$ cat src/rtl/float_fixed_q24_8_converter_top_assert.svh
// assertion macros for the fixed point converter
`ifndef FLOAT_FIXED_Q24_8_CONVERTER_TOP_ASSERT_SVH
`define FLOAT_FIXED_Q24_8_CONVERTER_TOP_ASSERT_SVH
`ifndef SYNTHESIS
`define FFC_ASSERT_IMPL(label, clk, rst_n, cond, consq) \
    label: assert property (@(posedge clk) disable iff (!rst_n) (cond) |-> (consq)) \
        else $error("assertion failed");
`define FFC_ASSERT_NEXT(label, clk, rst_n, cond, consq) \
    label: assert property (@(posedge clk) disable iff (!rst_n) (cond) |=> (consq)) \
        else $error("assertion failed");
`else
`define FFC_ASSERT_IMPL(label, clk, rst_n, cond, consq)
`define FFC_ASSERT_NEXT(label, clk, rst_n, cond, consq)
`endif
`endif

$ cat src/rtl/ffc_pkg.sv
// shared types and constants for the fixed point converter
package ffc_pkg;
    localparam int unsigned DefFracBits = 8;
    typedef enum logic [1:0] {
        FUNC_INT2FIX   = 2'd0,
        FUNC_FLT2FIX   = 2'd1,
        FUNC_FIX2INT   = 2'd2,
        FUNC_FIX2FLT   = 2'd3
    } t_func;
    typedef enum logic [1:0] {
        ST_OK   = 2'd0,
        ST_OVF  = 2'd1,
        ST_NAN  = 2'd2
    } t_status;
    typedef struct packed {
        logic [1:0]  func;
        logic [31:0] operand;
    } t_in;
    typedef struct packed {
        logic [31:0] result;
        logic [1:0]  status;
    } t_out;
endpackage

$ cat src/rtl/ffc_if.sv
// valid/ready channel interface
interface ffc_if #(
    parameter type T = logic
);
    logic valid;
    logic ready;
    T     data;
    modport source (output valid, output data, input ready);
    modport sink (input valid, input data, output ready);
endinterface

$ cat src/rtl/float_fixed_q24_8_converter_top.sv
// result is registered through three register stages before it is valid at the output
// throughput: one transaction per cycle while the output is not stalled, through three register stages
// stalls at the output hold the full stages; empty stages still fill, nothing dropped
// synchronous active low reset clears all stage valid bits
// no stored state beyond the pipeline
module float_fixed_q24_8_converter_top #(
    parameter int unsigned FRAC_BITS = ffc_pkg::DefFracBits
) (
    input logic i_clk,
    input logic i_rst_n,
    ffc_if.sink   i_in,
    ffc_if.source o_out
);
    import ffc_pkg::*;
    `include "float_fixed_q24_8_converter_top_assert.svh"

    t_in  c_in;
    t_out c_out;
    assign c_in = i_in.data;
    assign o_out.data = c_out;

    ffc_datapath #(.FRAC_BITS(FRAC_BITS)) u_dp (
        .i_clk   (i_clk),
        .i_rst_n (i_rst_n),
        .i_valid (i_in.valid),
        .o_ready (i_in.ready),
        .i_data  (c_in),
        .o_valid (o_out.valid),
        .i_ready (o_out.ready),
        .o_data  (c_out)
    );

    `FFC_ASSERT_IMPL(a_status_legal, i_clk, i_rst_n, o_out.valid, c_out.status != 2'd3)
    `FFC_ASSERT_NEXT(a_hold_on_stall, i_clk, i_rst_n, o_out.valid && !o_out.ready, o_out.valid && $stable(c_out))
    `FFC_ASSERT_IMPL(a_ready_when_drain, i_clk, i_rst_n, o_out.ready, i_in.ready)
endmodule

$ cat src/rtl/ffc_datapath.sv
// three stage conversion datapath with stall control
module ffc_datapath #(
    parameter int unsigned FRAC_BITS = ffc_pkg::DefFracBits
) (
    input  logic          i_clk,
    input  logic          i_rst_n,
    input  logic          i_valid,
    output logic          o_ready,
    input  ffc_pkg::t_in  i_data,
    output logic          o_valid,
    input  logic          i_ready,
    output ffc_pkg::t_out o_data
);
    import ffc_pkg::*;

    // stage 1 registers
    logic        r_v1;
    logic [1:0]  r_f1;
    logic [31:0] r_op1;
    logic        r_sg1;
    logic [31:0] r_mag1;
    logic [23:0] r_m1;
    logic signed [9:0] r_s1;
    logic        r_nan1, r_inf1;
    // stage 2 registers
    logic        r_v2;
    logic [1:0]  r_f2;
    logic [31:0] r_op2;
    logic        r_sg2;
    logic [32:0] r_fmag2;
    logic        r_nan2, r_inf2;
    logic [31:0] r_mag2;
    logic [4:0]  r_p2;
    // stage 3
    logic        r_v3;
    t_out        r_out3;

    logic en1, en2, en3;
    assign en3 = !r_v3 || i_ready;
    assign en2 = !r_v2 || en3;
    assign en1 = !r_v1 || en2;
    assign o_ready = en1;
    assign o_valid = r_v3;
    assign o_data  = r_out3;

    // stage 1 decode
    logic [7:0]  c_e;
    logic [23:0] c_m;
    logic signed [9:0] c_s;
    always_comb begin
        c_e = i_data.operand[30:23];
        c_m = {(c_e != 8'd0), i_data.operand[22:0]};
        c_s = $signed({2'b00, ((c_e == 8'd0) ? 8'd1 : c_e)}) - 10'sd150
            + $signed(10'(FRAC_BITS));
    end

    always_ff @(posedge i_clk) begin
        if (en1) begin
            r_f1   <= i_data.func;
            r_op1  <= i_data.operand;
            r_sg1  <= i_data.operand[31];
            r_mag1 <= i_data.operand[31] ? (32'd0 - i_data.operand) : i_data.operand;
            r_m1   <= c_m;
            r_s1   <= c_s;
            r_nan1 <= (c_e == 8'hFF) && (i_data.operand[22:0] != 23'd0);
            r_inf1 <= (c_e == 8'hFF) && (i_data.operand[22:0] == 23'd0);
        end
    end

    // stage 2: shift for float to fixed, leading one for fixed to float
    logic [32:0] c_fmag;
    logic [4:0]  c_p;
    logic [4:0]  c_sh;
    logic [24:0] c_rnd;
    always_comb begin
        c_fmag = '0;
        c_sh   = 5'(-r_s1);
        c_rnd  = 25'(r_m1) + (25'd1 << (c_sh - 5'd1));
        if (r_m1 == 24'd0) begin
            c_fmag = '0;
        end else if (r_s1 >= 0) begin
            if (r_s1 > 10'sd31) c_fmag = 33'h1_0000_0000;
            else c_fmag = (33'(r_m1) << r_s1[4:0]) | ((r_s1 > 10'sd9) &&
                ((64'(r_m1) << r_s1[4:0]) >> 33) != 64'd0 ? 33'h1_0000_0000 : 33'd0);
        end else if (r_s1 < -10'sd25) begin
            c_fmag = '0;
        end else begin
            c_fmag = 33'(c_rnd >> c_sh);
        end
        c_p = 5'd0;
        for (int i = 0; i < 32; i++) begin
            if (r_mag1[i]) c_p = 5'(i);
        end
    end

    always_ff @(posedge i_clk) begin
        if (en2) begin
            r_f2    <= r_f1;
            r_op2   <= r_op1;
            r_sg2   <= r_sg1;
            r_fmag2 <= c_fmag;
            r_nan2  <= r_nan1;
            r_inf2  <= r_inf1;
            r_mag2  <= r_mag1;
            r_p2    <= c_p;
        end
    end

    // stage 3: finish each operation
    t_out        n_out;
    logic [32:0] c_lim;
    logic [32:0] c_sat;
    logic [31:0] c_nrm;
    logic [4:0]  c_rsh;
    logic [31:0] c_rem, c_half;
    logic [24:0] c_q;
    logic [5:0]  c_pp;
    logic [7:0]  c_bexp;
    logic signed [63:0] c_prod;
    always_comb begin
        n_out  = '0;
        c_lim  = r_sg2 ? 33'h0_8000_0000 : 33'h0_7FFF_FFFF;
        c_sat  = (r_fmag2 > c_lim) ? c_lim : r_fmag2;
        c_rsh  = r_p2 - 5'd23;
        c_rem  = r_mag2 & ((32'd1 << c_rsh) - 32'd1);
        c_half = 32'd1 << (c_rsh - 5'd1);
        c_nrm  = 32'd0;
        c_q    = 25'd0;
        c_pp   = {1'b0, r_p2};
        c_prod = $signed({{32{r_op2[31]}}, r_op2}) <<< FRAC_BITS;
        if (r_p2 <= 5'd23) begin
            c_q = 25'(r_mag2 << (5'd23 - r_p2));
        end else begin
            c_nrm = r_mag2 >> c_rsh;
            c_q   = 25'(c_nrm);
            if (c_rem > c_half || (c_rem == c_half && c_nrm[0])) c_q = c_q + 25'd1;
            if (c_q[24]) begin
                c_q  = c_q >> 1;
                c_pp = c_pp + 6'd1;
            end
        end
        c_bexp = 8'(c_pp) + 8'd127 - 8'(FRAC_BITS);
        case (t_func'(r_f2))
            FUNC_INT2FIX: begin
                n_out.result = r_op2 << FRAC_BITS;
                n_out.status = (c_prod > 64'sh7FFF_FFFF || c_prod < -64'sh8000_0000)
                    ? ST_OVF : ST_OK;
            end
            FUNC_FLT2FIX: begin
                if (r_nan2) begin
                    n_out.result = '0;
                    n_out.status = ST_NAN;
                end else if (r_inf2) begin
                    n_out.result = r_sg2 ? 32'h8000_0000 : 32'h7FFF_FFFF;
                    n_out.status = ST_OVF;
                end else begin
                    n_out.result = r_sg2 ? 32'(33'd0 - c_sat) : c_sat[31:0];
                    n_out.status = (r_fmag2 > c_lim) ? ST_OVF : ST_OK;
                end
            end
            FUNC_FIX2INT: begin
                n_out.result = 32'($signed(r_op2) >>> FRAC_BITS);
                n_out.status = ST_OK;
            end
            default: begin
                n_out.result = (r_mag2 == 32'd0) ? 32'd0 :
                    {r_sg2, c_bexp, c_q[22:0]};
                n_out.status = ST_OK;
            end
        endcase
    end

    always_ff @(posedge i_clk) begin
        if (en3) r_out3 <= n_out;
    end

    always_ff @(posedge i_clk) begin
        if (!i_rst_n) begin
            r_v1 <= 1'b0;
            r_v2 <= 1'b0;
            r_v3 <= 1'b0;
        end else begin
            if (en1) r_v1 <= i_valid;
            if (en2) r_v2 <= r_v1;
            if (en3) r_v3 <= r_v2;
        end
    end
endmodule
$ cat src/flat_wrapper.sv
// flat-port wrapper written by rule: the top's interface ports become plain ports
module float_fixed_q24_8_converter_top_flat import ffc_pkg::*;
#(
    parameter int unsigned FRAC_BITS = ffc_pkg::DefFracBits
)
  (i_clk, i_rst_n, i_in_valid, i_in_data, i_in_ready, o_out_valid, o_out_data, o_out_ready);
  ffc_if i_in_i ();
  ffc_if o_out_i ();
  input logic i_clk;
  input logic i_rst_n;
  input wire logic [$bits(i_in_i.valid)-1:0] i_in_valid;
  input wire logic [$bits(i_in_i.data)-1:0] i_in_data;
  output wire logic [$bits(i_in_i.ready)-1:0] i_in_ready;
  output wire logic [$bits(o_out_i.valid)-1:0] o_out_valid;
  output wire logic [$bits(o_out_i.data)-1:0] o_out_data;
  input wire logic [$bits(o_out_i.ready)-1:0] o_out_ready;
  assign i_in_i.valid = i_in_valid;
  assign i_in_i.data = i_in_data;
  assign i_in_ready = i_in_i.ready;
  assign o_out_valid = o_out_i.valid;
  assign o_out_data = o_out_i.data;
  assign o_out_i.ready = o_out_ready;
  float_fixed_q24_8_converter_top #(.FRAC_BITS(FRAC_BITS)) u_core (.i_clk(i_clk), .i_rst_n(i_rst_n), .i_in(i_in_i), .o_out(o_out_i));
endmodule
$ cat config.mk
export PLATFORM = sky130hd
export DESIGN_NAME = float_fixed_q24_8_converter_top_flat
export DESIGN_NICKNAME = d
export VERILOG_FILES = /design/src/rtl/ffc_pkg.sv /design/src/rtl/ffc_if.sv /design/src/rtl/float_fixed_q24_8_converter_top.sv /design/src/rtl/ffc_datapath.sv /design/src/flat_wrapper.sv
export VERILOG_INCLUDE_DIRS = /design/src /design/src/rtl
export SDC_FILE = /design/constraint.sdc
export NUM_CORES = 1
export LEC_CHECK = 0
export BUFFER_PORTS_ARGS = -buffer_cell sky130_fd_sc_hd__buf_2
export CORE_AREA = 2 2 39 41
export CTS_CLUSTER_DIAMETER = 40
export DETAILED_ROUTE_END_ITERATION = 6
export DIE_AREA = 0 0 41 43
export PLACE_DENSITY = 0.35
export SLEW_MARGIN = 10
export SYNTH_ARGS = -nofsm -noshare
export SYNTH_HDL_FRONTEND = slang
export SYNTH_SLANG_ARGS = --single-unit
$ cat constraint.sdc
create_clock -name i_clk -period 1.8 [get_ports i_clk]
set_input_delay 0.09 -clock i_clk [delete_from_list [all_inputs] [get_ports i_clk]]
set_output_delay 0.09 -clock i_clk [all_outputs]
set_load 0.02 [all_outputs]
==> results.md <==
* H-tree depth at 1
* CP arrival at about 0.98 ns
* I/O pin count at 8
* GRT Util Overall at 4.21%
* Grt ovf at 0
* Leakage at 0.0887 nW
* Setup Buffers After CTS at 0
* Synth Area in Compound Gates at 17.8%
* Final Hold Viols at 0
* Core outline area at approximately 1400 µm²
* Reg2Reg Setup Slack at 1.01 ns
* Peak supply drop at 0.263 mV
* Commonest cells after routing, fill and taps aside: buf_2 (5), o21a_1 (3), clkbuf_4 (3), dfxtp_1 (3)
* Post-Synthesis Cell Area at around 130 µm²
* Fmax at 933 MHz
* Placed cell areas at 164 µm²
* Width of the die at 41 µm
* Post-route ant nets at 0
* Hold Buf Count CTS at 0
* CTS tree: built
* Post-route cell area at roughly 190 µm²
* Sequential area share after synthesis at 47.5%
* Post-placement cell count at 32
* Sequential power share at 35.3%
* Final GP Congestion at 0.653
* Yosys warns at 0
* Ant. Diodes at 0
* Die Y at between 40 and 50 µm
* Syn avg cell area at 10.5 µm²
* Clk slew on worst S/H paths at 0.04 ns
* Port-buffer cells at 5
* Clock buffer count from CTS at 3
* Pwr Density at between 1000 and 1500 nW/µm²
* Cell count after synthesis at 12
* Req. time, crit path at around 1.7 ns
* Layout area overhead at 50.5%
* Synth Register Bits at 3
* Worst hold path class: primary input to flip-flop
* Clock skew at approximately 0.0047 ns
* CTS resizes at 0
* Drt drc at 0
* Syn Nets at 17
* DR WL/cell at 6.58 µm
* Fin crit share at 59.5%
* Multiplexer share of the synthesized area at 0%
* Max FO, Critical Path at 4
* CTS Root Buffer Type: clkbuf_4
* Psw at ~44 µW
* Fin crit period at 1.07 ns
* Internal power at 159 µW
* Outcome: finished clean
* Drt via density at 2.86
* Largest net degree at the start of global routing at 5
* Initial antenna violation count at 0
* Xor-xnor portion of the synthesized cell area at 0%
* FP Rows at 14
* Combinational family with the most area after synthesis: simple AND/OR/NAND/NOR gates
* Post-synthesis adder-cell area fraction at 0%
* Drt total wl at 237 µm
* Fill cell count at 157
* Initial Util at a little under a tenth
* Final setup fails at 0
* Via Count at 103
* Number of global-route vias before repair at 118
* Non-Filler Instances at 36
* Startpoint types: flip-flop
* RSZ-0062 raised after global routing: false
* Switching part of the total at 21.5%
* Skew-Pair Late Insertion Delay at 0.23 ns
* Setup TNS at 0 ns
* Slew Limit Fails at 0
* Crit path capture type: primary output
* Crit path kind: flip-flop to primary output
* Yosys cell types at 8
* Total Nets Final at 26
* Longest Clk Path Bufs at 2
* Clock share of power at 58.9%
* Gate power share at 5.7%
* First-pass GRT wire length at 434 µm
* Max-cap viol count at 0
* Simple logic cell fraction of the synthesized area at 22.8%
* # clock sinks at 3
* Share of cells above drive strength 1 at 50.0%
* Most common cell after layout, fill and taps aside: buf_2
* DR iter-0 viols at 0
* Die area at between 1500 and 2000 µm²
* TritonRoute pass-1 iters at 1
## state kept, by name (all words and copies together) (netlist names)
| name | flops |
|---|---|
| u_core.u_dp.r_v2 | 1 |
| u_core.u_dp.r_v1 | 1 |
| u_core.u_dp.o_valid | 1 |
## power by group through the flow
stage	Sequential, mW	Clock [mW]	Combinational [mW]
6_report	0.0715	0.119	0.0116
5_1_grt	0.0720	0.130	0.0132
4_1_cts	0.0716	0.125	0.0118
3_5_place_dp	0.0726	0	0.0118
3_3_place_gp	0.0725	0	0.0117
2_1_floorplan	0.0733	0	0.00714
## through the flow
| stage | utilization [%] | total power [mW] | hold WS, ns | setup slack (ns) |
|---|---|---|---|---|
| finish | 13.7 | 0.202 | 0.0713 | 0.728 |
| CTS | 13.7 | 0.208 | 0.0698 | 0.714 |
| floorplan | - | 0.0804 | 0.207 | 0.937 |
| global route | 13.7 | 0.215 | 0.0787 | 0.654 |
| detailed placement | 11.8 | 0.0845 | 0.315 | 0.969 |
| global placement | 11.8 | 0.0842 | 0.313 | 0.971 |
## routing by layer
layer  global-route usage (%)  up-vias  share of wire, %
li1                         -       55                 -
met2                     3.44        9                23
met4                     4.00        0                 0
met3                     5.76        0                27
met5                        0        -                 0
met1                     4.47       39                50
## cell usage after synthesis (all sizes together)
library cell | instances | area share, %
and3b | 1 | 7.9
o21a | 3 | 18
and2b | 1 | 6.9
and4b | 1 | 7.9
dfxtp | 3 | 48
inv | 1 | 3.0
buf | 1 | 5.9
conb | 1 | 3.0
## area by class of cell
| type | instances | area, µm² | area share, % |
|---|---|---|---|
| Clock buffer | 4 | 26.3 | 13.8 |
| Inverter | 1 | 3.75 | 1.97 |
| Multi-Input combinational cell | 7 | 55.1 | 28.9 |
| Sequential cell | 3 | 60.1 | 31.6 |
| Tap cell | 16 | 20.0 | 10.5 |
| Timing Repair Buffer | 5 | 25.0 | 13.2 |
## cells by family after synthesis
group                  Yosys count
other                            1
flip-flops                       3
AND/OR/NAND/NOR                  3
AO/OA/AOI/OAI                    3
buffers and inverters            2
## critical path, cell delays in order (launching register included)
cell and delay (ns):
dfxtp_1 0.34, and4b_1 0.22, inv_1 0.04, buf_2 0.15
## worst paths after layout
check             depth (start not counted)          endpoint                start
setup reg to reg                          2  u_core.u_dp.r_v1     u_core.u_dp.r_v2
hold reg to reg                           1  u_core.u_dp.r_v2     u_core.u_dp.r_v1
setup / recovery                          3        i_in_ready  u_core.u_dp.o_valid
hold / removal                            2  u_core.u_dp.r_v1           i_in_valid
Note: power is estimated with default switching activity, not from simulation.
